**config.mk**
```make
export PLATFORM = sky130hd
export DESIGN_NAME = reee_back
export DESIGN_NICKNAME = d
export VERILOG_FILES = /design/src/rtl/core/reee_pkg.sv /design/src/rtl/core/reee_back.sv
export SDC_FILE = /design/constraint.sdc
export NUM_CORES = 2
export LEC_CHECK = 0
export ABC_AREA = 1
export ABC_CLOCK_PERIOD_IN_PS = 24900
export BUFFER_PORTS_ARGS = -buffer_cell sky130_fd_sc_hd__buf_2
export CAP_MARGIN = 0
export CORE_ASPECT_RATIO = 0.9
export CORE_MARGIN = 2
export CORE_UTILIZATION = 61
export CTS_BUF_LIST = sky130_fd_sc_hd__clkbuf_16
export CTS_CLUSTER_SIZE = 24
export DETAILED_ROUTE_END_ITERATION = 8
export PLACE_DENSITY = 0.79
export SYNTH_ARGS = -nofsm -noshare
export SYNTH_HDL_FRONTEND = slang
export SYNTH_SLANG_ARGS = --single-unit
```
**constraint.sdc**
```tcl
create_clock -name clk_i -period 24.9 [get_ports clk_i]
set_clock_uncertainty 0.05 [all_clocks]
set_input_delay 0 -clock clk_i [delete_from_list [all_inputs] [get_ports clk_i]]
set_output_delay 0 -clock clk_i [all_outputs]
set_load 0.01 [all_outputs]
```
**src/rtl/core/reee_pkg.sv**
```systemverilog
// Package for the resampler energy envelope unit.
// Shared constants and the front-to-back command type. No dependencies.
package reee_pkg;

  localparam int unsigned StepW  = 23;
  localparam int unsigned AlphaW = 16;
  localparam int unsigned HopW   = 13;
  localparam int unsigned SmpW   = 16;
  localparam int unsigned PosW   = 32;
  localparam int unsigned LvlW   = 24;
  localparam int unsigned SumW   = 64;
  localparam int unsigned EnW    = 15;

  localparam logic [1:0] RegStep  = 2'd0;
  localparam logic [1:0] RegAlpha = 2'd1;
  localparam logic [1:0] RegHop   = 2'd2;

  // One interpolation request handed from the front to the back.
  typedef struct packed {
    logic signed [SmpW-1:0] prev;
    logic signed [SmpW-1:0] cur;
    logic [15:0]            frac;
    logic                   last;
  } reee_cmd_t;

endpackage

```
**src/rtl/core/reee_back.sv**
```systemverilog
// Back part: blend, low-pass filter, energy sum and per-hop division and iterative root.
// Depends on reee_pkg.
module reee_back
  import reee_pkg::*;
#(
  parameter int unsigned MaxHop = 4096
) (
  input  logic                   clk_i,
  input  logic                   rst_ni,
  input  logic                   q_empty_i,
  input  reee_cmd_t              cmd_i,
  output logic                   q_rd_o,
  input  logic [AlphaW-1:0]      alpha_i,
  input  logic [HopW-1:0]        hop_i,
  output logic                   out_valid,
  input  logic                   out_stall,
  output logic signed [SmpW-1:0] resampled_sample_o,
  output logic                   energy_valid_o,
  output logic [EnW-1:0]         energy_value_o,
  output logic                   last_o
);

  localparam logic [2:0] SIdle = 3'd0, SBlend = 3'd1, SFilt = 3'd2, SSq = 3'd3,
                         SDiv = 3'd4, SSqrt = 3'd5, SOut = 3'd6;

  logic [2:0]             st_q, st_d;
  logic signed [LvlW-1:0] lvl_q, lvl_d;
  logic [SumW-1:0]        sum_q, sum_d;
  logic [HopW-1:0]        fill_q, fill_d;
  logic signed [SmpW-1:0] y_q, y_d;
  logic signed [34:0]     bl_q, bl_d;
  logic [SumW-1:0]        quo_q, quo_d, rem_q, rem_d;
  logic [6:0]             cnt_q, cnt_d;
  logic [47:0]            rv_q, rv_d;
  logic [23:0]            res_q, res_d;
  logic                   ev_q, ev_d, last_q, last_d, vld_q, vld_d;
  logic [EnW-1:0]         en_q, en_d;
  logic [HopW-1:0]        hop;
  logic signed [17:0]     wa, wb;
  logic signed [34:0]     pa, pb;
  logic signed [25:0]     diff;
  logic signed [42:0]     prod;
  logic signed [LvlW-1:0] inc;
  logic signed [35:0]     bl_rnd;
  logic [SumW:0]          trial;

  assign hop = (32'(hop_i) > MaxHop) ? HopW'(MaxHop) : hop_i;
  assign wa = 18'sd65536 - $signed({2'b0, cmd_i.frac});
  assign wb = $signed({2'b0, cmd_i.frac});
  assign pa = wa * cmd_i.prev;
  assign pb = wb * cmd_i.cur;
  assign bl_rnd = 36'(bl_q) + 36'sd32768;
  assign diff = $signed({{2{y_q[SmpW-1]}}, y_q, 8'b0}) - 26'(lvl_q);
  assign prod = $signed({1'b0, alpha_i}) * diff + 43'sd32768;
  assign inc = LvlW'(prod >>> 16);
  assign trial = {rem_q, quo_q[SumW-1]} - {{(SumW-HopW+1){1'b0}}, fill_q};

  assign q_rd_o = (st_q == SIdle) && !q_empty_i && !vld_q;
  assign out_valid = vld_q;
  assign resampled_sample_o = y_q;
  assign energy_valid_o = ev_q;
  assign energy_value_o = en_q;
  assign last_o = last_q;

  // Sequencer: one request through blend, optional filter, sum, division and root.
  always_comb begin
    logic [49:0] rem_sh;
    logic [49:0] tr;
    st_d = st_q; lvl_d = lvl_q; sum_d = sum_q; fill_d = fill_q; y_d = y_q;
    bl_d = bl_q; quo_d = quo_q; rem_d = rem_q; cnt_d = cnt_q; rv_d = rv_q;
    res_d = res_q; ev_d = ev_q; last_d = last_q; vld_d = vld_q; en_d = en_q;
    rem_sh = '0; tr = '0;
    if (vld_q && !out_stall) vld_d = 1'b0;
    case (st_q)
      SIdle: if (q_rd_o) begin
        bl_d = pa + pb;
        last_d = cmd_i.last;
        st_d = SBlend;
      end
      SBlend: begin
        y_d = SmpW'(bl_rnd >>> 16);
        ev_d = 1'b0; en_d = '0;
        st_d = (hop == '0) ? SOut : SFilt;
      end
      SFilt: begin
        lvl_d = lvl_q + inc;
        fill_d = fill_q + 1'b1;
        st_d = SSq;
      end
      SSq: begin
        sum_d = sum_q + SumW'(lvl_q * lvl_q);
        if (fill_q >= hop) begin
          quo_d = sum_q + SumW'(lvl_q * lvl_q);
          rem_d = '0; cnt_d = '0;
          if (fill_q == '0) fill_d = HopW'(1);
          st_d = SDiv;
        end else begin
          st_d = SOut;
        end
      end
      SDiv: begin
        // Restoring division, one quotient bit a cycle.
        if (!trial[SumW]) begin
          rem_d = trial[SumW-1:0];
          quo_d = {quo_q[SumW-2:0], 1'b1};
        end else begin
          rem_d = {rem_q[SumW-2:0], quo_q[SumW-1]};
          quo_d = {quo_q[SumW-2:0], 1'b0};
        end
        cnt_d = cnt_q + 1'b1;
        if (cnt_q == 7'd63) begin
          rv_d = quo_d[63:16];
          res_d = '0; rem_d = '0; cnt_d = '0;
          st_d = SSqrt;
        end
      end
      SSqrt: begin
        // Digit-by-digit root, two radicand bits a cycle.
        rem_sh = {rem_q[47:0], rv_q[47:46]};
        tr = rem_sh - {24'b0, res_q, 2'b01};
        rv_d = {rv_q[45:0], 2'b00};
        if (!tr[49]) begin
          rem_d = SumW'(tr);
          res_d = {res_q[22:0], 1'b1};
        end else begin
          rem_d = SumW'(rem_sh);
          res_d = {res_q[22:0], 1'b0};
        end
        cnt_d = cnt_q + 1'b1;
        if (cnt_q == 7'd23) begin
          en_d = (res_d > 24'd32767) ? EnW'(32767) : res_d[EnW-1:0];
          ev_d = 1'b1;
          sum_d = '0; fill_d = '0;
          st_d = SOut;
        end
      end
      SOut: if (!vld_q) begin
        vld_d = 1'b1;
        st_d = SIdle;
      end
      default: st_d = SIdle;
    endcase
  end

  always_ff @(posedge clk_i or negedge rst_ni) begin
    if (!rst_ni) begin
      st_q <= SIdle; lvl_q <= '0; sum_q <= '0; fill_q <= '0; vld_q <= 1'b0;
    end else begin
      st_q <= st_d; lvl_q <= lvl_d; sum_q <= sum_d; fill_q <= fill_d; vld_q <= vld_d;
    end
  end

  always_ff @(posedge clk_i) begin
    y_q <= y_d; bl_q <= bl_d; quo_q <= quo_d; rem_q <= rem_d; cnt_q <= cnt_d;
    rv_q <= rv_d; res_q <= res_d; ev_q <= ev_d; last_q <= last_d; en_q <= en_d;
  end

endmodule

```
; ---- Word-level counts from Yosys, hierarchy flattened
; Cells that the tools add are included.
[classes]
addsub = 11
multipliers = 4
order_cmp = 3
n_eq_ne = 14
n_mux = 39
reduce_logical = 23
[ops]
columns = cell, count
row1 = $mux 64, 5
row2 = $pmux 64 s2, 2
row3 = $pmux 64 s3, 1
row4 = $pmux 48 s2, 1
row5 = $sub 65x13->65, 1
row6 = $add 64x64->64, 1
row7 = $mux 13, 4
row8 = $mux 50, 1
row9 = $sub 50x26->50, 1
row10 = $mul 24x24->48, 1
row11 = $mux 24, 2
row12 = $mux 48, 1
row13 = $pmux 24 s2, 1
row14 = $add 40x17->40 const B, 1
row15 = $mul 17x25->40, 1
row16 = $pmux 13 s3, 1
row17 = $add 32x17->32 const B, 1
row18 = $add 32x32->32, 1
row19 = $mul 17x16->32, 1
row20 = $mul 18x16->32, 1
row21 = $mux 15, 2
row22 = $pmux 15 s2, 1
row23 = $logic_not 13->1, 2
row24 = $sub 24x24->25, 1
row25 = other kinds (27), 59
[totals]
regBits = 377
out_inout_bits = 35

; ---- Depth between registers and ports, before layout
[logic_depth]
word_depth = 7
depth_mapped = 53

; ---- Worst setup path before layout
; Ideal clock, no wire load.
[synth_path]
path_type = register to register
from = reg lvl_q[10]
to = reg lvl_q[19]
arrival_ns = 8.397
required_ns = 24.719
setup_slack_ns = 16.321
path_stages_with_launch = 45
n_path_buf = 2
synth_period_minus_slack_ns = 8.579
cell_sequence = dfrtp_1 > clkbuf_1 > clkbuf_1 > inv_1 > ha_1 > a21oi_1 > nand2_1 > a21oi_1 > nand2_1 > a21boi_2 > o21ai_2 > xor2_2 > inv_2 > nor2_1 > fa_1 > inv_1 > fa_1 > fa_1 > (+9 left out) > inv_1 > nor4_1 > a21oi_1 > o21bai_1 > xor2_1 > ha_1 > nand2_1 > nand2_1 > nand2_1 > nand2_1 > nand2_1 > nand2_1 > a31oi_1 > or2_2 > nand2_1 > or2_2 > nand3_1 > o21ai_0
[synth_between]
elab_chain_len = 4
[synth_lines]
columns = element, line_no
row1 = "start, declared", reee_back.sv:27  ; logic signed [LvlW-1:0] lvl_q, lvl_d;
row2 = "start signal, assigned", reee_back.sv:149  ; st_q <= st_d; lvl_q <= lvl_d; sum_q <= sum_d; fill_q <= fill_d; vld_q <= vld_d;
row3 = $sub 24x24->25, reee_back.sv:53  ; assign diff = $signed({{2{y_q[SmpW-1]}}, y_q, 8'b0}) - 26'(lvl_q);
row4 = $mul 17x25->40, reee_back.sv:54  ; assign prod = $signed({1'b0, alpha_i}) * diff + 43'sd32768;
row5 = $add 40x17->40, reee_back.sv:54
row6 = $add 24x24->24 (*), reee_back.sv:86  ; lvl_d = lvl_q + inc;
; Mark *: on every way between the ends. The rest lies on a longest branch, timed or not.
; A chain may end at the register's enable or synchronous reset.

; ---- Worst setup path after layout
[layout_path]
from = reg lvl_q[10]
to = reg lvl_q[17]
; The elaborated chain is that of the path after synthesis.

==> flow_summary.yaml <==
drt:
  wl_per_cell_um: 19.95
  vias: 67700
  vias_per_cell: 5.647
  ant_nets: 0
  dr.pass1.iters: 8
  drc_errors: 0
  drt_iter0_drc: 6763
  drt-total-wl_um: 239200
synthesis:
  syn_inst: 10310
  synth_xor_area_share_pct: 2.425
  syn-cell-area_um2: 80400
  syn_nets: 12440
  synth_edf_count: 257
  synth_top_family_by_area: "adder cells"
  synth-seq-cells: 362
  synthMuxAreaShare_pct: 0
  synth_largest_area_cell: "fa_1"
  ys.flop_type: "edfxtp_1"
  synth_top_area_share_pct: 34.88
  syn_avg_cell_area_um2: 7.800
  synth-compound-area-share_pct: 6.255
  async_reset_ff_share_pct: 29.01
  synthSimpleGateAreaFrac_pct: 20.29
  synth_area_leaders: "fa_1 (35%), inv_1 (12%), nand2_1 (11%)"
  yosysWarningCount: 0
  yosysSeqAreaShare_pct: 12.87
  ys_types: 71
  synthAdderAreaFrac_pct: 44.91
critical_path:
  critical_path.max_stage_delay_ns: 0.69
  path_class: "reg2reg"
  start_kind: "flop"
  crit_required_ns: 25.25
  slowest_stage: "nor4_1"
  cp_max_fo: 19
  cp.arrival_ns: 11.10
  crit_top_cell: "inv_1"
  end_kind: "flop"
  reg2reg_slack_ns: 14.16
floorplanning:
  start_util_pct: 61.37
  fp.dieH_um: 348.4
  die_area_um2: 134700
  core-area_um2: 131000
  num_rows: 126
  boundaryPins: 117
  die_w_um: 386.7
final_layout:
  drive_gt1_share_pct: 3.743
  area_growth_pct: 4.263
  final_common_cell: "inv_1"
  fin_nets: 12350
  layout_common_cells: "inv_1 (2500), nand2_1 (2432), fa_1 (1401)"
  final.fill_count: 11310
  seq_area_um2: 10340
  multiInputGateArea_um2: 59450
  fin_area_um2: 83830
clock_tree:
  cts_resized: 0
  clock_sinks: 362
  clock_path_buffers: 3
  htreeDepth: 2
  clkLatencyLatePin_ns: 0.63
  cts_inserted_buffers: 40
  cts.reportedPaths.clkPinSlew_ns: 0.06
  cts-root-buf: "clkbuf_16"
  cts_tree: "done"
sta:
  slew_violations: 0
  hold_violations: 0
  fmax_mhz: 93.09
  period_share_pct: 43.14
  max-slew-margin-rel_pct: 19.61
  fin_crit_ns: 10.74
  grt_setup_unrepaired: "false"
  fin_setup_tns_ns: 0
  tightestPinTransition_ns: 1.193
  finalSetupViolCount: 0
  fin_ws_ns: 14.16
placement:
  dpl_cell_area_um2: 82370
  dp_hpwl_um: 198700
  gp_congestion: 1.034
  dpl_worst_slack_ns: 14.35
  port_buffers: 116
global_routing:
  grt_usage_pct: 36.37
  grt_max_degree: 98
  grt_pass1_vias: 70250
  grt-ovfl-total: 0
  antenna_found_initial: 3
  grt_first_pass_wirelength_um: 383900
job:
  maxCapViolCount: 0
worst_hold_path:
  min_path_type: "in2reg"
status:
  status: "finished clean"
## stage by stage
| stage | hold WS (ns) | utilization, % | cells |
|---|---|---|---|
| after floorplan | -0.3456 | - | 10310 |
| after global placement | -0.06691 | 62.88 | 11900 |
| after detailed placement | -0.06552 | 62.88 | 11900 |
| after CTS | 0.06083 | 63.98 | 11990 |
| after global routing | 0.1153 | 63.98 | 11990 |
| final | 0.09806 | 63.98 | 11990 |
## critical path, delay by kind of cell, from the launching register on
family	cells	cell delay (ns)
simple gates	11	2.14
compound gates	7	1.29
buf+inv	10	1.57
fa+ha+maj	9	4.11
xor+xnor	3	0.81
flops	1	0.62
## cells by family after synthesis
| family | after synthesis |
|---|---|
| flops | 362 |
| compound gates | 880 |
| fa+ha+maj | 2045 |
| xor+xnor | 220 |
| simple gates | 3985 |
| buf+inv | 2816 |
## path summary, 6_finish.rpt
path	end	depth (start not counted)	start
max reg2reg	lvl_q[17]$_DFFE_PN0P_	40	lvl_q[10]$_DFFE_PN0P_
max	lvl_q[17]$_DFFE_PN0P_	40	lvl_q[10]$_DFFE_PN0P_
max in group asynchronous	lvl_q[13]$_DFFE_PN0P_	5	rst_ni
min	st_q[1]$_DFFE_PN0P_	8	hop_i[11]
min in group asynchronous	sum_q[53]$_DFFE_PN0P_	4	rst_ni
min reg2reg	sum_q[61]$_DFFE_PN0P_	2	sum_q[61]$_DFFE_PN0P_
## registers in the layout, indices dropped and copies added, names as in the netlist
register            cells
rem_q                  64
out_valid               1
rv_q                   48
sum_q                  64
lvl_q                  24
cnt_q                   7
last_o                  1
resampled_sample_o     16
quo_q                  64
energy_value_o         15
res_q                  24
st_q                    3
fill_q                 13
energy_valid_o          1
bl_q                   17
## synth_stat cells, types with 30 or more instances
master / instances
xnor2_1: 70
a21oi_1: 340
nor3_1: 69
nand2_1: 2433
nand3_1: 407
edfxtp_1: 257
nor2_1: 833
o21bai_1: 31
dfrtp_1: 105
xor2_1: 147
fa_1: 1401
a21o_1: 42
nand4_1: 73
ha_1: 644
o21ai_0: 294
clkbuf_1: 233
or2_2: 60
inv_1: 2493
buf_1: 33
o21ai_1: 30
## repair_timing
action / 4_1_cts / 5_1_grt
endpoints found under the setup margin: 0 / 0
hold buffers: 9 / 0
hold endpoints to repair: 84 / 0
buffers inserted: 0 / 0
## routing by layer
metal / global-route usage (%) / up-vias / routed length [um]
met5: 0 / - / 50
met4: 12.08 / 4 / 9159
met3: 8.690 / 522 / 27780
met2: 53.99 / 3493 / 101300
met1: 52.56 / 32880 / 100900
li1: - / 30800 / -
## layout make-up
class,count,share of cell area (%)
timing repair buffer,177,1.281
multi-input combinational,7130,70.92
antenna,2,0.005971
clock inverter,34,0.4135
clock buffer,40,1.194
inverter,2516,11.27
sequential,362,12.34
tap,1728,2.579
Power is left out: the tool's default activity adds up to more than one toggle a clock period on the data nets, which glitch-free logic cannot reach.
