### config.mk
export PLATFORM = sky130hd
export DESIGN_NAME = reee_queue
export DESIGN_NICKNAME = d
export VERILOG_FILES = /design/src/rtl/core/reee_pkg.sv /design/src/rtl/core/reee_queue.sv
export SDC_FILE = /design/constraint.sdc
export NUM_CORES = 1
export LEC_CHECK = 0
export BUFFER_PORTS_ARGS = -buffer_cell sky130_fd_sc_hd__buf_2
export CAP_MARGIN = 20
export CORE_ASPECT_RATIO = 0.6
export CORE_MARGIN = 10
export CORE_UTILIZATION = 40
export DETAILED_ROUTE_END_ITERATION = 10
export PLACE_DENSITY = 0.66
export SYNTH_ARGS = -nofsm -noshare
export SYNTH_HDL_FRONTEND = slang
export SYNTH_SLANG_ARGS = --single-unit
### constraint.sdc
create_clock -name clk_i -period 3.1 [get_ports clk_i]
set_input_delay 0.62 -clock clk_i [delete_from_list [all_inputs] [get_ports clk_i]]
set_output_delay 0.62 -clock clk_i [all_outputs]
set_load 0.02 [all_outputs]
### src/rtl/core/reee_pkg.sv
// Package for the resampler energy envelope unit.
// Shared constants and the front-to-back command type. No dependencies.
package reee_pkg;

  localparam int unsigned StepW  = 23;
  localparam int unsigned AlphaW = 16;
  localparam int unsigned HopW   = 13;
  localparam int unsigned SmpW   = 16;
  localparam int unsigned PosW   = 32;
  localparam int unsigned LvlW   = 24;
  localparam int unsigned SumW   = 64;
  localparam int unsigned EnW    = 15;

  localparam logic [1:0] RegStep  = 2'd0;
  localparam logic [1:0] RegAlpha = 2'd1;
  localparam logic [1:0] RegHop   = 2'd2;

  // One interpolation request handed from the front to the back.
  typedef struct packed {
    logic signed [SmpW-1:0] prev;
    logic signed [SmpW-1:0] cur;
    logic [15:0]            frac;
    logic                   last;
  } reee_cmd_t;

endpackage

### src/rtl/core/reee_queue.sv
// Short request queue between the front and the back parts.
// Depends on reee_pkg.
module reee_queue
  import reee_pkg::*;
(
  input  logic      clk_i,
  input  logic      rst_ni,
  input  logic      wr_i,
  input  reee_cmd_t wdata_i,
  output logic      full_o,
  input  logic      rd_i,
  output logic      empty_o,
  output reee_cmd_t rdata_o
);

  reee_cmd_t  mem_q [2];
  logic       wp_q, rp_q;
  logic [1:0] cnt_q;

  assign full_o  = cnt_q == 2'd2;
  assign empty_o = cnt_q == 2'd0;
  assign rdata_o = mem_q[rp_q];

  // Entry storage.
  always_ff @(posedge clk_i) begin
    if (wr_i && !full_o) mem_q[wp_q] <= wdata_i;
  end

  // Pointers and fill count.
  always_ff @(posedge clk_i or negedge rst_ni) begin
    if (!rst_ni) begin
      wp_q <= 1'b0; rp_q <= 1'b0; cnt_q <= '0;
    end else begin
      if (wr_i && !full_o) wp_q <= ~wp_q;
      if (rd_i && !empty_o) rp_q <= ~rp_q;
      cnt_q <= cnt_q + {1'b0, wr_i && !full_o} - {1'b0, rd_i && !empty_o};
    end
  end

endmodule

---- Word level (Yosys, flattened, before mapping) ----
Memories as Yosys holds them, arrays and structs flattened.
Cells that the tools add are included.
storage, ports and cells
  word-level logic and storage cells ...... 16
  memories ................................ 1
  bits in writable memories ............... 98
  input bits .............................. 53
  output and inout bits ................... 51
  register bits ........................... 4
memories
  memory  words  width  read ports  clocked after memory_dff  write ports  RTL line          RTL
  mem_q   2      49     1           0                         1            reee_queue.sv:16  reee_cmd_t mem_q [2];
operators by class
  equality and inequality tests ........... 1
  mux-type cells .......................... 2
  reductions and logical operators ........ 5
  add/subtract/negate cells ............... 2
  bitwise gates (word level) .............. 2
operators by type and width
  cell                                   count
  adder 2 x 1 -> 2 bit                   1
  == test 2 bit (second input constant)  1
  logical AND 1 bit                      2
  zero test 1 bit                        2
  zero test 2 bit                        1
  2-to-1 mux 1 bit                       2
  NOT 1 bit                              2
  subtractor 2 x 1 -> 2 bit              1

---- Longest topological paths before layout ----
Gate-level depths: netlist of the first run.
  depth after elaboration ................. 5
  mapped depth ............................ 7
  depth with buffers taken out ............ 7

---- Least setup slack after synthesis of the first run ----
No wires, ideal clock.
  path kind ............................... input-to-reg
  start point ............................. in wr_i
  end point ............................... mem mem_q[0][0] (netlist name), enable pin
  path slack .............................. -0.126 ns
  data required time ...................... 2.644 ns
  path buffers ............................ 0
  cell stages on the path ................. 2
  arrival time ............................ 2.770 ns
  setup time .............................. 0.456 ns
  cells stage by stage .................... nand2_1 -> nor2_1
between the ends
  word-level cells in the longest chain between the ends .. 3
RTL lines
  item                                    RTL line          RTL
  from (decl)                             reee_queue.sv:8   input logic wr_i,
  logical AND 1 bit                       reee_queue.sv:26  if (wr_i && !full_o) mem_q[wp_q] <= wdata_i;
  2-to-1 mux 1 bit                        reee_queue.sv:26
  2-to-1 mux 1 bit (not written as such)  reee_queue.sv:26
  to (decl)                               reee_queue.sv:16
Every way passes these cells.

==> results.toml, run 1 <==
[global_route]
overflow = 0
grt_pass1_wl_um = 11330
grt.total_usage_pct = 10.18
grt_start_max_net_pins = 28
antenna_found_initial = 1
grt_pass1_vias = 2031

[detailed_routing]
vias = 1890
drt_wl_total_um = 7422
ant_nets = 0
viasPerCell = 4.458
drcViolationCount = 0
drtIter0Drc = 97
wl_per_cell_um = 17.50
first_pass_iters = 4

[synthesis]
syn-num-nets = 226
yosysTopAreaCellShare_pct = 73.75
avgSynthCellArea_um2 = 23.33
synthTopCellsByArea = "edfxtp_1 74%, mux2_4 18%, buf_12 2.5%"
yosysSeqAreaShare_pct = 76.26
synth_most_common_cell = "edfxtp_1"
ys_ff_latch = 102
ys_top_cells_by_count = "98 x edfxtp_1, 49 x mux2_4, 5 x buf_12, 4 x dfrtp_1, 3 x xnor2_1"
netlist_area_um2 = 3990
synth_ff_type = "edfxtp_1"
synth_top_area_cell = "edfxtp_1"
netlist_instances = 171
synth_warnings = 0
synth_edf_count = 98
synth.distinct_cells = 14
synth-async-reset-ratio_pct = 3.922

[floorplan]
start_util_pct = 40.68
fp.dieArea_um2 = 14500
io_pins = 104
rows = 28
core_area_um2 = 9809
die_h_um = 97.37
die_x_um = 148.9

[worst_setup_path]
timing.rr.end = "mem_q[1][47]$_DFFE_PP_"
cp_slowest_cell = "dfrtp_4"
crit_buf_inv = 2
r2r_slack_ns = 1.38
worst-path-max-fanout = 26
worstPathCellList = "buf_12 > mux2_4 > buf_2"
required_ns = 2.48
slowest_delay_ns = 0.75
cp.arrival_ns = 1.90
crit_path_start_kind = "register"
reg2reg_from = "cnt_q[1]$_DFF_PN0_"
worst-setup-path-type = "reg -> out"
reg2regPathDepth = 3
cp-end-kind = "output pin"
cp_top_family = "flip-flops"

[timing]
tns_ns = 0
slew_violations = 0
tightest_slew_ns = 0.6084
hold_viol = 0
slew_headroom_pct = 59.44
fin_crit_sh_pct = 81.28
skew_ns = 0.002698
rsz0062_at_grt = "no"
fmax_mhz = 396.9
setup_slack_ns = 0.5803
fin_crit_ns = 2.520
setup_viol = 0

[cts]
ctsResizeCount = 0
holdBufCountCts = 0
cts_setup_buffers = 0
clock-root-buffer = "clkbuf_16"
cts.sinks = 102
clk_latency_ns = 0.33
tritoncts = "built"
cts_buffers = 9
clock_tree.buffer_depth = 2
clkTransAtPathRegs_ns = 0.06
htree_levels = 3

[power]
power_leakage_nw = 1.988
p_per_area_nw_per_um2 = 987.0
peakVddDrop_mv = 0.4193

[placement]
place_ws_ns = 0.9277
gp_congestion = 0.6989
placed_area_um2 = 4631
port_buffers = 103

[finish]
nNetsFinal = 338
fin_area_um2 = 4916
area_growth_pct = 23.20
seq_area_um2 = 3047
nFillCells = 826
drive_gt1_share_pct = 59.38
multiInputGateArea_um2 = 837.1

[run]
maxCapViolCount = 0

[min_path]
hold_class = "in -> async"

[outcome]
status = "completed"
[area by class of cell]
type	instances	area share, %
inverters	2	0.1527
flip-flops and latches	102	61.98
well taps	135	3.436
clock inverters	5	1.018
diodes	1	0.05090
repair buffers	107	11.61
clock buffers	11	4.734
multi-input cells	61	17.03
[power breakdown]
group          internal (mW)  switching (mW)
clock                  0.619           0.439
sequential              1.89           0.177
combinational          0.800           0.926
[stage by stage]
stage          power (mW)  util [%]  instances  hold slack, ns
5_1_grt             5.107     50.09        423         0.06596
2_1_floorplan       3.441         -        171          0.3244
3_3_place_gp        3.846     47.21        407          0.4326
4_1_cts             4.937     50.09        423         0.06917
3_5_place_dp        3.865     47.21        407          0.4353
6_report            4.852     50.11        424         0.08279
[state kept, by name (all words and copies together), names as in the netlist]
signal and cells:
mem_q 98, cnt_q 2, rp_q 1, wp_q 1
[worst reg2reg max path, stage by stage (launching register included)]
cell      delay, ns
dfrtp_1        0.40
nand2b_1       0.12
and3_2         0.60
buf_12         0.29
[placed cells by master, fill, tap and decap left out, types with 2 or more instances in the layout]
cell and n:
buf_2 103, edfxtp_1 98, mux2_4 49, clkbuf_16 9, xnor2_1 3, clkinv_1 3
dfrtp_1 3, inv_1 2, ha_1 2, clkbuf_1 2, buf_4 2, buf_12 2
[worst max-delay path by stage]
stage,startpoint,to,cells past startpoint
2_1_floorplan,wr_i,mem_q[0][0]$_DFFE_PP_,2
3_3_place_gp,rp_q$_DFFE_PN0P_,rdata_o[43],3
3_5_place_dp,rp_q$_DFFE_PN0P_,rdata_o[43],3
4_1_cts,rp_q$_DFFE_PN0P_,rdata_o[43],3
5_1_grt,rp_q$_DFFE_PN0P_,rdata_o[43],3
6_report,rp_q$_DFFE_PN0P_,rdata_o[43],3
[layer usage]
metal  share of wire [%]  global-route usage [%]  up-vias
met4                0.58                   2.705        0
li1                    -                       -      892
met5                   0                       0        -
met3                  11                   6.744        4
met1                  45                   12.72      920
met2                  43                   14.04       74
[kinds of logic after synthesis]
logic type                 share of synthesized area (%)
adders and majority gates                         0.6271
muxes                                              18.44
xor gates and xnor gates                          0.8782
and+or+nand+nor                                   0.8155
buffers and inverters                              2.979
DFF                                                76.26
Power figures use the tool's default switching activity.
==> run 2: changes to the inputs <==
--- a/config.mk
+++ b/config.mk
@@ -11,7 +11,6 @@
 export CORE_MARGIN = 10
 export CORE_UTILIZATION = 40
 export DETAILED_ROUTE_END_ITERATION = 10
-export PLACE_DENSITY = 0.66
 export SYNTH_ARGS = -nofsm -noshare
 export SYNTH_HDL_FRONTEND = slang
 export SYNTH_SLANG_ARGS = --single-unit
==> constraint.sdc (replaced) <==
create_clock -name clk_i -period 2.4 [get_ports clk_i]
set_input_delay 0.48 -clock clk_i [delete_from_list [all_inputs] [get_ports clk_i]]
set_output_delay 0.48 -clock clk_i [all_outputs]
set_load 0.02 [all_outputs]
==> results.toml, run 2 (synthesis results as in run 1) <==
[finish]
layout_common_cells = "103 x buf_2, 98 x edfxtp_1, 49 x mux2_4"
largest_reg_flops = 98
drive_gt1_share_pct = 60.00
top_register = "mem_q"
final_common_cell = "buf_2"
nNetsFinal = 340
fin_area_um2 = 4957
nFillCells = 833
area_growth_pct = 24.24
reg.largest.list = "mem_q x98, cnt_q x2"

[run]
maxCapViolCount = 0

[global_route]
antenna_found_initial = 2
grt_use_met2_pct = 14.96
grt.total_usage_pct = 10.44
grt_pass1_vias = 2107
grt_pass1_wl_um = 11700
gr-usage-met3_pct = 7.070
top_usage_layer = "met2"
overflow = 0
use_met1_pct = 12.60
grt_start_max_net_pins = 50

[power]
clock_power_share_pct = 22.2
power.switching_mw = 2.033
power_frac_seq_pct = 41.4
p_per_area_nw_per_um2 = 1279
power_leakage_nw = 2.001
p_total_mw = 6.342
switching_share_pct = 32.05
peakVddDrop_mv = 0.6355
p_int_mw = 4.309
combPwrFrac_pct = 36.5

[detailed_routing]
vias = 1907
drt_wl_total_um = 7618
viasPerCell = 4.466
first_pass_iters = 4
drtIter0Drc = 132
drcViolationCount = 0
wl_per_cell_um = 17.84
ant_nets = 0

[cts]
cts.sinks = 102
cts_setup_buffers = 0
clock_tree.buffer_depth = 2
clock-root-buffer = "clkbuf_16"
cts_buffers = 9
clkTransAtPathRegs_ns = 0.07
clk_latency_ns = 0.33
tritoncts = "built"
htree_levels = 3

[timing]
setup_viol = 0
tns_ns = 0
tightest_slew_ns = 0.3240
slew_violations = 0
fin_crit_ns = 2.235
hold_viol = 0
fin_crit_sh_pct = 93.12
slew_headroom_pct = 78.40
rsz0062_at_grt = "no"
skew_ns = 0.005239
fmax_mhz = 447.5

[worst_setup_path]
worstSetupStartpoint = "rp_q$_DFFE_PN0P_"
cp-end-kind = "output pin"
worst-setup-path-type = "reg -> out"
reg2reg_from = "cnt_q[1]$_DFF_PN0_"
required_ns = 1.92
cp.arrival_ns = 1.75
crit_path_start_kind = "register"
worst-path-max-fanout = 27

[min_path]
min_from = "wdata_i[30]"
hold_class = "in -> reg"

[floorplan]
fp.dieArea_um2 = 14500
io_pins = 104
die_h_um = 97.37
rows = 28
core_area_um2 = 9809
die_x_um = 148.9
start_util_pct = 40.68

[outcome]
status = "completed"

[placement]
dp_hpwl_um = 5263
placed_area_um2 = 4651
gp_congestion = 0.7230
port_buffers = 103
==> run 2: cell count changes in the layout (fill, tap and decap cells not counted), sizes merged <==
cell	previous run	this run
clkinvlp	0	1
diode	1	2
dlygate4sd3	0	1
clkbuf	11	10
buf	107	108
==> run 2: repair_timing <==
item,in CTS,in global routing
resized for setup,0,0
setup endpoints to repair,0,0
hold buffers,1,0
hold endpoints to repair,4,0
==> run 2: per-layer routing <==
metal,wire (um),share of wire (%),up-vias
met5,0,0,-
met4,61,0.80,0
met1,3350,44,926
li1,-,-,898
met3,961,13,6
met2,3245,43,77
==> run 2: layout make-up <==
class	instances	area (um^2)	share of cell area [%]
Tap cell	135	168.9	3.407
Multi-Input combinational cell	61	837.1	16.89
Clock inverter	6	62.56	1.262
Antenna cell	2	5.005	0.1010
Sequential cell	102	3047	61.46
Inverter	2	7.507	0.1514
Timing Repair Buffer	109	600.6	12.12
Clock buffer	10	229.0	4.619
==> run 2: final timing paths <==
| path | slack [ns] | to | cells past startpoint |
|---|---|---|---|
| max | 0.17 | rdata_o[3] | 3 |
| min | 0.33 | mem_q[1][30]$_DFFE_PP_ | 1 |
| max reg2reg | 0.81 | cnt_q[1]$_DFF_PN0_ | 7 |
| min reg2reg | 0.51 | cnt_q[1]$_DFF_PN0_ | 1 |
| max in group asynchronous | 1.77 | rp_q$_DFFE_PN0P_ | 2 |
| min in group asynchronous | 0.49 | wp_q$_DFFE_PN0P_ | 2 |
==> run 2: metrics by stage <==
step | hold slack, ns | setup WS, ns | utilization [%] | instances
2_1_floorplan | 0.1844 | 0.1075 | - | 171
3_3_place_gp | 0.2985 | 0.5001 | 47.41 | 408
3_5_place_dp | 0.2966 | 0.5005 | 47.41 | 408
4_1_cts | 0.3158 | 0.1299 | 50.48 | 425
5_1_grt | 0.3165 | 0.08700 | 50.48 | 425
6_report | 0.3287 | 0.1652 | 50.54 | 427
==> run 2: critical path, stage by stage (launching register included) <==
cell     delay (ns)
dfrtp_4        0.62
buf_12         0.27
mux2_4         0.33
buf_2          0.16
==> run 2: power groups by stage <==
stage | sequential [mW] | combinational [mW] | clock, mW
finish | 2.63 | 2.31 | 1.40
global route | 2.67 | 2.48 | 1.52
CTS | 2.64 | 2.37 | 1.45
detailed placement | 2.67 | 2.36 | 0
global placement | 2.65 | 2.36 | 0
floorplan | 2.57 | 1.87 | 0
==> run 3: changes to the inputs <==
--- a/config.mk
+++ b/config.mk
@@ -5,12 +5,13 @@
 export SDC_FILE = /design/constraint.sdc
 export NUM_CORES = 1
 export LEC_CHECK = 0
-export BUFFER_PORTS_ARGS = -buffer_cell sky130_fd_sc_hd__buf_2
 export CAP_MARGIN = 20
 export CORE_ASPECT_RATIO = 0.6
 export CORE_MARGIN = 10
 export CORE_UTILIZATION = 40
+export CTS_CLUSTER_SIZE = 25
 export DETAILED_ROUTE_END_ITERATION = 10
+export DONT_BUFFER_PORTS = 1
 export SYNTH_ARGS = -nofsm -noshare
 export SYNTH_HDL_FRONTEND = slang
 export SYNTH_SLANG_ARGS = --single-unit
==> results.toml, run 3 (synthesis results as in run 1) <==
[timing]
slew_violations = 0
setup_viol = 0
tns_ns = 0
slew_headroom_pct = 64.17
rsz0062_at_grt = "no"
skew_ns = 0.004122
holdWs_ns = 0.2409
fmax_mhz = 477.1
fin_crit_ns = 2.096
fin_crit_sh_pct = 87.33
hold_viol = 0
tightest_slew_ns = 0.5363

[finish]
drive_gt1_share_pct = 38.30
area_growth_pct = 11.57
largest_reg_flops = 98
top_register = "mem_q"
final_common_cell = "edfxtp_1"
reg.largest.list = "mem_q x98, cnt_q x2"
layout_common_cells = "98 x edfxtp_1, 49 x mux2_4, 9 x clkbuf_16"
final_cell_count_no_fill = 324
fin_area_um2 = 4452
fin_util_pct = 45.38
nFillCells = 832
nNetsFinal = 238

[cts]
clock-root-buffer = "clkbuf_16"
cts.sinks = 102
tritoncts = "built"
clock_tree.buffer_depth = 2
cts_setup_buffers = 0
htree_levels = 3
cts_buffers = 9
clkTransAtPathRegs_ns = 0.06
clk_latency_ns = 0.33

[global_route]
grt.total_usage_pct = 9.806
antenna_found_initial = 1
overflow = 0
grt_pass1_vias = 1691
grt_start_max_net_pins = 33
grt_pass1_wl_um = 10550

[worst_setup_path]
cp_top_family = "flip-flops"
r2r_slack_ns = 0.63
worst-setup-path-type = "reg -> out"
crit_buf_inv = 1
slowest_delay_ns = 0.68
required_ns = 1.92
cp_slowest_cell = "dfrtp_4"
crit_path_start_kind = "register"
worst-path-max-fanout = 19
cp.arrival_ns = 1.62
worstPathCellList = "buf_12 > mux2_4"
cp-end-kind = "output pin"

[detailed_routing]
viasPerCell = 4.701
drcViolationCount = 0
wl_per_cell_um = 22.07
first_pass_iters = 4
drt_wl_total_um = 7150
ant_nets = 0
vias = 1523
drtIter0Drc = 49

[floorplan]
fp.dieArea_um2 = 14500
io_pins = 104
die_x_um = 148.9
die_h_um = 97.37
start_util_pct = 40.68
core_area_um2 = 9809
rows = 28

[run]
maxCapViolCount = 0

[placement]
placed_area_um2 = 4155
gp_congestion = 0.7147
port_buffers = 0
dp.cells = 306
dp_hpwl_um = 5299

[power]
peakVddDrop_mv = 0.4962
p_per_area_nw_per_um2 = 1346
power_leakage_nw = 1.603

[outcome]
status = "completed"

[min_path]
hold_class = "in -> reg"
run 3: changes by cell type in the layout (fill, tap and decap cells not counted), sizes merged:
cell	delta
clkbuf	+2
clkinv	-2
buf	-102
diode	-1
run 3: metal layers:
layer | up-vias | track usage (%) | wire (um)
met5 | - | 0 | 0
met4 | 0 | 2.855 | 62
met3 | 7 | 10.70 | 1519
met2 | 82 | 14.48 | 3277
met1 | 746 | 8.758 | 2291
li1 | 688 | - | -
run 3: stage by stage:
step / setup WS, ns / total power [mW]
after CTS: 0.2764 / 6.091
after global placement: 0.6630 / 4.634
after global routing: 0.2362 / 6.276
after detailed placement: 0.6113 / 4.715
after floorplan: 0.1075 / 4.445
final: 0.3041 / 5.991
run 3: area by class of cell:
cell class,instances,area [um^2],area share (%)
Antenna cell,1,2.502,0.05621
Clock buffer,12,236.5,5.312
Clock inverter,4,47.55,1.068
Inverter,2,7.507,0.1686
Multi-Input combinational cell,61,837.1,18.80
Sequential cell,102,3047,68.44
Tap cell,135,168.9,3.794
Timing Repair Buffer,7,105.1,2.361
run 3: power breakdown:
part           total, mW  leakage (nW)  switching, mW  internal, mW
sequential          2.65         0.956          0.208          2.44
combinational       1.98         0.511           1.14         0.844
clock               1.36         0.137          0.554         0.805
run 3: final timing paths:
path                                     from                     end  depth (start not counted)
max                          rp_q$_DFFE_PN0P_             rdata_o[42]                          2
min in group asynchronous              rst_ni      cnt_q[1]$_DFF_PN0_                          1
min reg2reg                cnt_q[1]$_DFF_PN0_      cnt_q[1]$_DFF_PN0_                          1
max reg2reg                cnt_q[0]$_DFF_PN0_  mem_q[0][23]$_DFFE_PP_                          4
max in group asynchronous              rst_ni        rp_q$_DFFE_PN0P_                          1
min                                wdata_i[8]   mem_q[0][8]$_DFFE_PP_                          0
run 3: what timing repair did:
item,in CTS,in global routing
hold endpoints to repair,4,0
hold buffers,1,0
resized for setup,0,0
