==> src/rtl/core/reee_pkg.sv <==
// Package for the resampler energy envelope unit.
// Shared constants and the front-to-back command type. No dependencies.
package reee_pkg;

  localparam int unsigned StepW  = 23;
  localparam int unsigned AlphaW = 16;
  localparam int unsigned HopW   = 13;
  localparam int unsigned SmpW   = 16;
  localparam int unsigned PosW   = 32;
  localparam int unsigned LvlW   = 24;
  localparam int unsigned SumW   = 64;
  localparam int unsigned EnW    = 15;

  localparam logic [1:0] RegStep  = 2'd0;
  localparam logic [1:0] RegAlpha = 2'd1;
  localparam logic [1:0] RegHop   = 2'd2;

  // One interpolation request handed from the front to the back.
  typedef struct packed {
    logic signed [SmpW-1:0] prev;
    logic signed [SmpW-1:0] cur;
    logic [15:0]            frac;
    logic                   last;
  } reee_cmd_t;

endpackage

==> src/rtl/core/reee_front.sv <==
// Front part: holds the previous sample and read position and issues one
// interpolation request per output. Depends on reee_pkg.
module reee_front
  import reee_pkg::*;
#(
  parameter int unsigned MaxUpsample = 8
) (
  input  logic                   clk_i,
  input  logic                   rst_ni,
  input  logic                   in_valid,
  output logic                   in_stall,
  input  logic signed [SmpW-1:0] sample_i,
  input  logic [StepW-1:0]       step_i,
  output logic                   cmd_valid_o,
  input  logic                   cmd_full_i,
  output reee_cmd_t              cmd_o
);

  localparam int unsigned MinStep = (65536 + MaxUpsample - 1) / MaxUpsample;
  localparam int unsigned CntW = $clog2(MaxUpsample + 1);

  logic signed [SmpW-1:0] prev_q, prev_d, cur_q, cur_d;
  logic                   have_q, have_d, busy_q, busy_d;
  logic [PosW-1:0]        pos_q, pos_d, pos_nx;
  logic [StepW-1:0]       st_q, st_d;
  logic [CntW-1:0]        n_q, n_d;
  logic                   more;

  assign in_stall = busy_q;
  assign pos_nx = pos_q + PosW'(st_q);
  assign more = (pos_nx < 32'h10000) && (n_q != CntW'(MaxUpsample - 1));
  assign cmd_valid_o = busy_q;
  assign cmd_o = '{prev: prev_q, cur: cur_q, frac: pos_q[15:0], last: !more};

  // Sequencing of the interpolations for one sample.
  always_comb begin
    prev_d = prev_q; cur_d = cur_q; have_d = have_q; busy_d = busy_q;
    pos_d = pos_q; st_d = st_q; n_d = n_q;
    if (!busy_q && in_valid) begin
      if (!have_q || step_i == '0) begin
        prev_d = sample_i;
        have_d = 1'b1;
      end else begin
        cur_d = sample_i;
        st_d = (step_i < StepW'(MinStep)) ? StepW'(MinStep) : step_i;
        n_d = '0;
        if (pos_q < 32'h10000) begin
          busy_d = 1'b1;
        end else begin
          pos_d = pos_q - 32'h10000;
          prev_d = sample_i;
        end
      end
    end else if (busy_q && !cmd_full_i) begin
      pos_d = pos_nx;
      n_d = n_q + 1'b1;
      if (!more) begin
        busy_d = 1'b0;
        if (pos_nx >= 32'h10000) begin
          pos_d = pos_nx - 32'h10000;
          prev_d = cur_q;
        end
      end
    end
  end

  always_ff @(posedge clk_i or negedge rst_ni) begin
    if (!rst_ni) begin
      prev_q <= '0; have_q <= 1'b0; busy_q <= 1'b0; pos_q <= '0;
      st_q <= '0; n_q <= '0; cur_q <= '0;
    end else begin
      prev_q <= prev_d; have_q <= have_d; busy_q <= busy_d; pos_q <= pos_d;
      st_q <= st_d; n_q <= n_d; cur_q <= cur_d;
    end
  end

endmodule

==> config.mk <==
export PLATFORM = sky130hd
export DESIGN_NAME = reee_front
export DESIGN_NICKNAME = d
export VERILOG_FILES = /design/src/rtl/core/reee_pkg.sv /design/src/rtl/core/reee_front.sv
export SDC_FILE = /design/constraint.sdc
export NUM_CORES = 1
export LEC_CHECK = 0
export ABC_AREA = 1
export BUFFER_PORTS_ARGS = -buffer_cell sky130_fd_sc_hd__buf_2
export CAP_MARGIN = 0
export CORE_ASPECT_RATIO = 2
export CORE_MARGIN = 2
export CORE_UTILIZATION = 50
export DETAILED_ROUTE_END_ITERATION = 16
export PLACE_DENSITY = 0.67
export SYNTH_ARGS = -nofsm -noshare
export SYNTH_HDL_FRONTEND = slang
export SYNTH_SLANG_ARGS = --single-unit
==> constraint.sdc <==
create_clock -name clk_i -period 4.3 [get_ports clk_i]
set_clock_uncertainty 0.1 [all_clocks]
set_input_delay 0.215 -clock clk_i [delete_from_list [all_inputs] [get_ports clk_i]]
set_output_delay 0.215 -clock clk_i [all_outputs]
set_load 0.02 [all_outputs]
Yosys cells after proc, flatten, opt, wreduce, memory -nomap -nowiden
Index checks and enable logic that the tools add are counted.
{ "totals": {"in_bits": 43, "reg_bits": 93} }
{ "op_classes": {"n_eq_ne": 6, "n_mux": 21, "reduce_logical": 17, "addsub": 4, "order_cmp": 4, "bitwise_logic": 1} }
{ "op_table": {"columns": ["op", "count"], "rows": [
  ["32-bit 2-to-1 mux", 6],
  ["16-bit 2-to-1 mux", 6],
  ["32-bit by 17-bit < comparator with 1-bit output (second input constant)", 2],
  ["32-bit by 17-bit subtractor with 32-bit output (second input constant)", 2],
  ["32-bit by 23-bit adder with 32-bit output", 1],
  ["32-bit by 17-bit greater-or-equal comparator with 1-bit output (second input constant)", 1],
  ["23-bit logical NOT", 1],
  ["23-bit by 14-bit < comparator with 1-bit output (second input constant)", 1],
  ["23-bit 2-to-1 mux", 1],
  ["4-bit 2-to-1 mux", 3],
  ["4-bit AND reduction", 2],
  ["2-bit AND reduction", 3],
  ["1-bit 2-to-1 mux", 5],
  ["4-bit by 1-bit adder with 4-bit output (second input constant)", 1],
  ["1-bit logical NOT", 4],
  ["2-bit by 1-bit != test with 1-bit output (second input constant)", 2],
  ["2-bit != test (second input constant)", 2],
  ["4-bit by 3-bit != test with 1-bit output (second input constant)", 1],
  ["2-bit nonzero test", 2],
  ["1-bit logical AND", 3],
  ["3-bit != test (second input constant)", 1],
  ["3-bit AND reduction", 1],
  ["1-bit logical OR", 1],
  ["1-bit NOT", 1]
]} }

Depth between registers and ports, before layout
Gate-level depths: netlist of the first run.
{ "logic_depth": {"ltp_word": 6, "mapped_depth": 27, "ltp_nobuf": 27} }

Worst setup path before layout of the first run
Ideal clock, no wire load.
{ "synth_timing": {"kind": "flip-flop to flip-flop", "start": "register pos_q[0]", "end": "register prev_q[14]", "arrival_time_ns": 3.162, "period_less_slack_ns": 3.380, "path_stages_with_launch": 26, "setup_time_ns": 0.118, "setup_slack_ns": 0.920, "path_cell_list": "dfrtp_1 -> ha_1 -> fa_1 -> nand3_1 -> nand2_1 -> nand2_1 -> nand2_1 -> nand2_1 -> nand2_1 -> xnor2_1 -> inv_1 -> ha_1 -> nand3_1 -> nor2_1 -> nand3_1 -> nor2_1 -> nand2_1 -> nor2_1 -> nand2_1 -> nor3_1 -> nand4_1 -> nand4_2 -> nand3_4 -> buf_12 -> nand2_2 -> nand2_1"} }
{ "synth_between": {"elab_chain_cells": 5} }
{ "synth_lines": {"columns": ["element", "line", "rtl"], "rows": [
  ["from (decl)", "reee_front.sv:24", "logic [PosW-1:0] pos_q, pos_d, pos_nx;"],
  ["from (signal assigned)", "reee_front.sv:72", "prev_q <= prev_d; have_q <= have_d; busy_q <= busy_d; pos_q <= pos_d;"],
  ["32-bit by 23-bit adder with 32-bit output", "reee_front.sv:30", "assign pos_nx = pos_q + PosW'(st_q);"],
  ["32-bit by 17-bit < comparator with 1-bit output", "reee_front.sv:31", "assign more = (pos_nx < 32'h10000) && (n_q != CntW'(MaxUpsample - 1));"],
  ["1-bit logical AND", "reee_front.sv:31", null],
  ["2-bit by 1-bit != test with 1-bit output (no source line)", null, null],
  ["4-bit AND reduction (no source line) *", null, null],
  ["to (signal assigned)", "reee_front.sv:72", null],
  ["to (decl)", "reee_front.sv:22", "logic signed [SmpW-1:0] prev_q, prev_d, cur_q, cur_d;"]
]} }
Every way passes the cells marked *; elsewhere a longest branch is shown, timed or not.
A chain may end at the register's enable or synchronous reset.

Worst setup path in the final report of the first run
{ "layout_timing": {"start": "register pos_q[0]", "end": "register prev_q[11]"} }
Same word-level chain as after synthesis.

==> results of run 1 <==
[cells by family after synthesis]
group,Yosys count,share of synthesized area [%]
DFF,93,31.4
buffers and inverters,226,12.7
xor gates and xnor gates,12,1.42
adders and majority gates,28,4.82
and+or+nand+nor,673,40.9
AOI/OAI and AO/OA,123,8.77
[layer usage]
metal	track usage (%)	vias up	share of wire (%)
li1	-	3800	-
met1	34.5	3439	45
met2	45.1	187	49
met3	3.24	38	3.8
met4	9.36	0	2.7
met5	0	-	0
[synthesized netlist by cell type (3+ instances only)]
master / number / area, sq um
nor2_8: 3 / 60.1
or2_2: 3 / 18.8
xor2_1: 5 / 43.8
dfrtp_1: 93 / 2330
nor2_1: 98 / 368
nand2_2: 28 / 175
o21ai_0: 64 / 320
nor2_2: 7 / 43.8
nand2_4: 5 / 56.3
inv_2: 6 / 22.5
a21oi_1: 47 / 235
nand3b_1: 12 / 90.1
xnor2_1: 7 / 61.3
buf_4: 19 / 143
nor4_1: 5 / 31.3
a22o_1: 6 / 52.6
ha_1: 27 / 338
clkbuf_1: 13 / 48.8
nand3_1: 54 / 270
nand2_1: 391 / 1470
nand4_1: 42 / 263
inv_1: 173 / 649
buf_1: 3 / 11.3
buf_2: 7 / 35.0
nor3_1: 11 / 55.1
clkinv_1: 3 / 11.3
[what timing repair did]
item	4_1_cts	5_1_grt
hold endpoints to repair	71	0
hold buffers	15	0
resized for setup	0	0
[state kept, by name, indices dropped and copies added (netlist names)]
signal       flops
prev_q          16
st_q            23
pos_q           32
have_q           1
n_q              4
cmd_valid_o      1
cur_q           16
[worst max-delay path by stage]
stage            endpoint  slack [ps]  cells after the start
6_report       prev_q[11]         490                     24
5_1_grt        prev_q[11]         130                     24
4_1_cts        prev_q[10]         460                     24
3_5_place_dp   prev_q[10]         490                     24
3_3_place_gp   prev_q[13]         570                     24
2_1_floorplan  prev_q[14]         920                     25
[power by group through the flow]
| stage | combinational (mW) | sequential [mW] | clock [mW] |
|---|---|---|---|
| 6_report | 2.01 | 1.19 | 0.781 |
| 5_1_grt | 2.27 | 1.20 | 0.827 |
| 4_1_cts | 2.00 | 1.18 | 0.799 |
| 3_5_place_dp | 1.97 | 1.20 | 0 |
| 3_3_place_gp | 1.95 | 1.19 | 0 |
| 2_1_floorplan | 1.53 | 1.16 | 0 |
[critical path, stage by stage, from the launching register on]
cell,delay [ps]
dfrtp_1,390
ha_1,240
fa_1,440
nand3_1,120
nand2_1,90
nand2_1,80
nand2_1,100
nand2_1,80
nand2_1,60
xnor2_1,190
inv_1,110
ha_1,190
nand3_1,80
nor2_1,100
nand3_1,70
nor2_1,100
nand2_1,60
nor2_1,130
nand2_1,60
nor3_1,120
nand4_1,160
nand4_2,170
nand3_4,240
nand2_1,150
nand2_1,50
[through the flow]
step                area, sq um  cells  total power [mW]  utilization [%]  hold slack, ps
floorplan                  7420   1155              2.68                -            -181
global placement           7920   1405              3.15             54.0             218
detailed placement         7920   1405              3.17             54.0             211
CTS                        8360   1436              3.98             57.0           0.479
global route               8360   1436              4.30             57.0            30.5
finish                     8360   1436              3.97             57.0            16.1
[cell type report]
| class | count | area, sq um | area share, % |
|---|---|---|---|
| timing repair buffer | 114 | 663 | 7.93 |
| sequential | 93 | 2330 | 27.8 |
| clock inverter | 4 | 28.8 | 0.344 |
| tap | 195 | 244 | 2.92 |
| inverter | 182 | 683 | 8.17 |
| multi-input combinational | 836 | 4150 | 49.6 |
| clock buffer | 12 | 267 | 3.19 |
==> reports/metrics.csv, run 1 <==
stage,metric,value,unit
clock_network,cts-buffers-inserted,9,
yosys,syn_nets,1226,
timing,fin_crit,3810,ps
yosys,yosysWarnings,0,
global_route,antenna_found_initial,0,
floorplan,rows,63,
finish,final_nets,1307,
routing,remaining_drc_errors,0,
critical_path,cp.required,4440,ps
clock_network,clock_path_buffers,2,
yosys,synth_cells,1155,
clock_network,cts_setup_buffers,0,
placed_design,place_ws,490,ps
placed_design,io_buffers,93,
global_route,grt_pass1_wl,33.7,mm
yosys,yosys_register_bits,93,
timing,worstMarginPinSlew,736,ps
timing,setup_viol,0,
routing,viasPerCell,5.20,
floorplan,die_w,90.2,um
job,drv_cap,0,
timing,max_clock_freq,0.263,GHz
floorplan,die_area,15900,sq um
placed_design,place_congestion,0.912,
timing,setup_tns,0,ps
critical_path,reg2reg_depth,24,
finish,drive_gt1_share,14.1,%
timing,final-hold-violation-count,0,
timing,slew_headroom,50.9,%
yosys,synthArstFlopShare,100,%
floorplan,num_io_pins,94,
power,combPwrFrac,50.5,%
finish,diodes,0,
hold_path,hp-class,in2reg,
global_route,grt_max_degree,61,
power,pwr-share-seq,29.8,%
yosys,syn_avg_cell_area,6.43,sq um
critical_path,r2r_start,pos_q[0],
routing,dr.pass1.iters,5,
global_route,grt_overflow,0,
power,p_leak,4.68,nW
timing,rsz0062_at_grt,no,
placed_design,dp_hpwl,16.4,mm
timing,finalCritPeriodShare,88.6,%
critical_path,worstPathArrival,3950,ps
routing,wl_per_cell,14.2,um
finish,final_cell_mix,"nand2_1, inv_1, nor2_1, dfrtp_1, buf_2",
power,switching_share,46.9,%
critical_path,reg2reg_slack,490,ps
finish,area_growth,12.7,%
global_route,grt_usage,26.4,%
yosys,synth-edff-count,0,
critical_path,critical_path_class,reg2reg,
critical_path,cp-end-kind,flop,
floorplan,die_height,176,um
clock_network,clk_latency,350,ps
power,powerDensity,475,nW/um^2
routing,via_count,7464,
yosys,ys_seq_area_share,31.4,%
power,p_clk_share,19.6,%
critical_path,crit_path_start,pos_q[0],
critical_path,path_max_fanout,16,
yosys,syn_area,7420,sq um
yosys,ys.flop_type,dfrtp_1,
clock_network,clock_sinks,93,
routing,finalWirelength,20.4,mm
power,vdd_ir_drop_max,0.000318,V
critical_path,startpoint_type,flop,
clock_network,htreeDepth,3,
finish,fill_cells,1495,
timing,slew_violations,0,
status,status,completed,
yosys,ys_types,43,
clock_network,cts_tree,done,
floorplan,core_area,14700,sq um
timing,fin_ws,491,ps
hold_path,hold_start,step_i[19],
clock_network,root_buffer,clkbuf_16,
routing,drtIter0Drc,461,
power,p_int,2.11,mW
global_route,grt_pass1_vias,7075,
clock_network,clk_transition_reported_paths,70,ps
routing,ant_nets,0,
hold_path,hold_depth,3,
power,netSwitchingPower,1.86,mW
floorplan,initial_utilization,50.6,%
hold_path,hold_end,st_q[19],
critical_path,rr_endpoint,prev_q[11],
finish,layout_commonest_cell,nand2_1,
No activity file was read; power rests on OpenSTA's default activity.
==> run 2: changes to the inputs <==
- PLACE_DENSITY: 0.67 -> not set
- PLACE_DENSITY_LB_ADDON: not set -> 0.08
==> run 2 against run 1 <==
Compared with the run above:
- first-iteration DRC count grew 7.2%
- largest power group unchanged
- via count shrank 1.6%
- non-clock buffer count grew 1
- largest cell class unchanged
- fmax shrank 1.9%
- sequential cell count is the same
- setup slack lost 75 ps
- clock power grew 2%
==> reports/metrics.csv, run 2 (synthesis gave the netlist of run 1 again) <==
stage,metric,value,unit
critical_path,r2r_start,pos_q[0],
timing,fin_crit,3880,ps
finish,largest_reg_flops,32,
finish,diodes,0,
critical_path,cp_slowest_cell,fa_1,
critical_path,startpoint_type,flop,
global_route,antenna_found_initial,0,
power,combPwrFrac,50.5,%
hold_path,hold_start,step_i[5],
placed_design,dp_cells,1406,
routing,wl_per_cell,14.4,um
critical_path,path_max_fanout,16,
critical_path,cp-end-kind,flop,
timing,holdWs,16.9,ps
timing,max_clock_freq,0.258,GHz
clock_network,cts_setup_buffers,0,
power,switching_share,46.9,%
finish,final_cells,1436,
finish,fill_cells,1464,
floorplan,core_area,14700,sq um
finish,top_register,pos_q,
critical_path,cpPeakStageDelay,440,ps
routing,dr.pass1.iters,6,
global_route,grt_pass1_wl,33.5,mm
power,p_int,2.12,mW
floorplan,die_area,15900,sq um
global_route,grt_max_degree,61,
finish,top_regs,"pos_q (32), st_q (23)",
timing,slew_violations,0,
clock_network,cts_tree,done,
finish,drive_gt1_share,14.0,%
timing,fin_ws,417,ps
critical_path,worstPathArrival,4030,ps
critical_path,crit_path_frequent_cell,nand2_1,
power,p_leak,4.68,nW
routing,ant_nets,0,
finish,layout_commonest_cell,nand2_1,
floorplan,die_height,176,um
power,netSwitchingPower,1.88,mW
timing,setup_viol,0,
placed_design,place_ws,458,ps
power,total_power,4.00,mW
timing,worstMarginPinSlew,705,ps
critical_path,critical_path_class,reg2reg,
critical_path,crit_path_start,pos_q[0],
hold_path,hp-class,in2reg,
timing,finalCritPeriodShare,90.3,%
clock_network,cts-buffers-inserted,9,
placed_design,io_buffers,93,
status,status,completed,
global_route,grt_usage,26.5,%
global_route,grt_overflow,0,
job,drv_cap,0,
power,vdd_ir_drop_max,0.000399,V
routing,via_count,7343,
timing,rsz0062_at_grt,no,
finish,final_cell_mix,"nand2_1, inv_1, nor2_1, dfrtp_1, buf_2",
placed_design,dp_hpwl,16.5,mm
clock_network,clk_transition_reported_paths,70,ps
power,p_clk_share,19.9,%
floorplan,initial_utilization,50.6,%
global_route,grt_pass1_vias,6778,
clock_network,clk_latency,360,ps
finish,area_growth,12.7,%
clock_network,root_buffer,clkbuf_16,
power,powerDensity,478,nW/um^2
critical_path,cp.required,4450,ps
finish,final_nets,1308,
clock_network,htreeDepth,3,
timing,setup_tns,0,ps
clock_network,clock_path_buffers,2,
routing,finalWirelength,20.6,mm
power,pwr-share-seq,29.6,%
floorplan,rows,63,
routing,viasPerCell,5.11,
critical_path,cp_cell_sequence,ha_1 > fa_1 > nand3_1 > nand2_1 > nand2_1 > nand2_1 > nand2_1 > nand2_1 > xnor2_1 > inv_1 > ha_1 > nand3_1 > nor2_1 > nand3_1 > nor2_1 > nand2_1 > nor2_1 > nand2_1 > nor3_1 > nand4_1 > nand4_2 > nand3_4 > nand2_1 > nand2_1,
timing,final-hold-violation-count,0,
routing,drtIter0Drc,494,
floorplan,num_io_pins,94,
clock_network,clock_sinks,93,
floorplan,die_w,90.2,um
routing,remaining_drc_errors,0,
timing,slew_headroom,53.0,%
placed_design,place_congestion,0.944,
## run 2: final cells by class
type | instances | area [sq um] | area share, %
Clock buffer | 10 | 229 | 2.74
Sequential cell | 93 | 2330 | 27.8
Multi-Input combinational cell | 836 | 4150 | 49.6
Tap cell | 195 | 244 | 2.92
Timing Repair Buffer | 115 | 671 | 8.02
Inverter | 182 | 683 | 8.17
Clock inverter | 5 | 61.3 | 0.733
## run 2: worst paths after layout
kind                         endpoint  slack, ps  cells after the start
min                           st_q[5]         20                      2
min in group asynchronous    pos_q[4]        330                      2
max in group asynchronous   pos_q[16]       2730                      3
min reg2reg                  st_q[17]        370                      2
max                        prev_q[10]        420                     24
max reg2reg                prev_q[10]        420                     24
## run 2: critical path: cells and delay by family, from the launching register on
kind          cells  cell delay, ps
xor+xnor          1             190
buf+inv           1             110
flops             1             400
simple gates     19            2090
fa+ha+maj         3             880
## run 2: power groups by stage
stage / Sequential [mW] / Combinational (mW) / Clock (mW)
finish: 1.18 / 2.02 / 0.797
global route: 1.21 / 2.27 / 0.847
floorplan: 1.16 / 1.53 / 0
CTS: 1.18 / 2.01 / 0.816
detailed placement: 1.20 / 1.99 / 0
global placement: 1.19 / 1.96 / 0
## run 2: timing repair
item / 4_1_cts / 5_1_grt
resized for setup: 0 / 0
endpoints found under the setup margin: 0 / 0
hold buffers: 15 / 0
endpoints found under the hold margin: 69 / 0
## run 2: per-stage QoR
| step | utilization [%] | area (sq um) |
|---|---|---|
| floorplan | - | 7420 |
| global placement | 54.0 | 7920 |
| detailed placement | 54.0 | 7920 |
| CTS | 57.0 | 8360 |
| global route | 57.0 | 8360 |
| finish | 57.0 | 8360 |
## run 2: per-layer routing
layer	global-route usage [%]	vias to the layer above	wire length, um
li1	-	3796	-
met1	36.3	3334	9520
met2	43.4	177	9720
met3	2.99	36	814
met4	9.87	0	592
met5	0	-	0
==> run 3: changes to the inputs <==
- REMOVE_ABC_BUFFERS: not set -> 1
==> run 3 against run 2 <==
Compared with the run above:
- via count is 0.31% higher
- core utilization is 0.15 points lower
- combinational power hardly changed
- die area stayed put
- power is 2.2% lower
- critical endpoint is now prev_q[11]
- largest cell class unchanged
==> reports/metrics.csv, run 3 (synthesis gave the netlist of run 1 again) <==
stage,metric,value,unit
routing,viasPerCell,5.13,
timing,finalCritPeriodShare,89.9,%
finish,area_growth,12.4,%
routing,wl_per_cell,14.1,um
critical_path,worstPathArrival,4000,ps
floorplan,die_w,90.2,um
floorplan,num_io_pins,94,
clock_network,clk_transition_reported_paths,70,ps
floorplan,initial_utilization,50.6,%
floorplan,core_area,14700,sq um
critical_path,critical_path_class,reg2reg,
global_route,grt_pass1_vias,6833,
routing,finalWirelength,20.2,mm
routing,drtIter0Drc,428,
critical_path,cp-end-kind,flop,
timing,max_clock_freq,0.259,GHz
finish,drive_gt1_share,13.9,%
finish,layout_commonest_cell,nand2_1,
timing,worstMarginPinSlew,825,ps
timing,final-hold-violation-count,0,
global_route,grt_overflow,0,
timing,rsz0062_at_grt,no,
placed_design,io_buffers,93,
clock_network,clk_latency,350,ps
clock_network,cts-buffers-inserted,9,
finish,top_register,pos_q,
critical_path,path_max_fanout,16,
routing,ant_nets,0,
global_route,grt_max_degree,64,
finish,diodes,0,
global_route,antenna_found_initial,0,
power,total_power,3.91,mW
clock_network,clock_path_buffers,2,
job,drv_cap,0,
power,vdd_ir_drop_max,0.000406,V
clock_network,clock_sinks,93,
global_route,grt_pass1_wl,33.0,mm
status,status,completed,
routing,remaining_drc_errors,0,
finish,largest_reg_flops,32,
routing,dr.pass1.iters,5,
clock_network,root_buffer,clkbuf_16,
finish,final_cell_mix,"nand2_1, inv_1, nor2_1, dfrtp_1, buf_2",
finish,final_cell_area,8340,sq um
timing,setup_viol,0,
timing,slew_headroom,44.7,%
critical_path,cp.required,4440,ps
routing,via_count,7366,
timing,holdWs,4.55,ps
finish,fill_cells,1513,
critical_path,startpoint_type,flop,
placed_design,place_congestion,0.957,
timing,setup_tns,0,ps
placed_design,dp_hpwl,16.0,mm
timing,slew_violations,0,
hold_path,hp-class,in2reg,
floorplan,rows,63,
finish,top_regs,"pos_q (32), st_q (23)",
timing,fin_crit,3860,ps
power,powerDensity,469,nW/um^2
clock_network,htreeDepth,3,
finish,final_nets,1308,
power,p_leak,4.67,nW
global_route,grt_usage,25.8,%
finish,finish.utilization,56.9,%
floorplan,die_height,176,um
floorplan,die_area,15900,sq um
clock_network,cts_tree,done,
placed_design,dpl_cell_area,7920,sq um
clock_network,cts_setup_buffers,0,
-- run 3: changes by cell type in the layout (fill, tap and decap cells not counted), sizes merged --
cell	before	now
clkinv	3	4
bufinv	1	0
dlygate4sd3	15	16
buf	100	99
-- run 3: final timing paths --
kind,to,slack [ps],cells after the start,from
max,prev_q[11],440,24,pos_q[0]
min,cur_q[15],5,3,sample_i[15]
max reg2reg,prev_q[11],440,24,pos_q[0]
min reg2reg,prev_q[15],370,2,prev_q[15]
max in group asynchronous,cur_q[10],2750,3,rst_ni
min in group asynchronous,pos_q[5],370,2,rst_ni
-- run 3: layer usage --
metal / GRT usage, % / routed length (um) / share of wire [%]
met1: 33.9 / 9160 / 45
met2: 44.4 / 9910 / 49
met3: 2.52 / 642 / 3.2
met4: 9.04 / 486 / 2.4
met5: 0 / 0 / 0
-- run 3: repair_timing --
item                       in CTS  in global routing
hold endpoints to repair       77                  0
hold buffers                   16                  0
setup endpoints to repair       0                  0
gates resized for setup         0                  0
-- run 3: per-stage QoR --
stage	setup WS (ps)	std cells
global route	25.7	1436
floorplan	705	1111
detailed placement	456	1405
CTS	432	1436
finish	436	1436
global placement	569	1405
-- run 3: cell type report --
cell class / instances / area, sq um / area share (%)
well taps: 195 / 244 / 2.92
repair buffers: 115 / 673 / 8.07
inverters: 182 / 683 / 8.19
clock buffers: 10 / 229 / 2.74
multi-input cells: 836 / 4150 / 49.7
clock inverters: 5 / 36.3 / 0.435
flip-flops and latches: 93 / 2330 / 27.9
-- run 3: where the power goes --
| part | internal (mW) | switching (mW) | leakage [nW] | total, mW |
|---|---|---|---|---|
| Sequential | 1.01 | 0.181 | 1.13 | 1.19 |
| Clock | 0.390 | 0.336 | 0.121 | 0.726 |
| Combinational | 0.665 | 1.33 | 3.42 | 2.00 |
| Total | 2.06 | 1.85 | 4.67 | 3.91 |
-- run 3: critical path, cell delays in order, from the launching register on --
cell	delay (ps)
dfrtp_1	390
ha_1	240
fa_1	440
nand3_1	120
nand2_1	90
nand2_1	80
nand2_1	100
nand2_1	80
nand2_1	60
xnor2_1	190
inv_1	110
ha_1	180
nand3_1	80
nor2_1	120
nand3_1	80
nor2_1	90
nand2_1	60
nor2_1	130
nand2_1	70
nor3_1	120
nand4_1	200
nand4_2	180
nand3_4	240
nand2_1	140
nand2_1	50
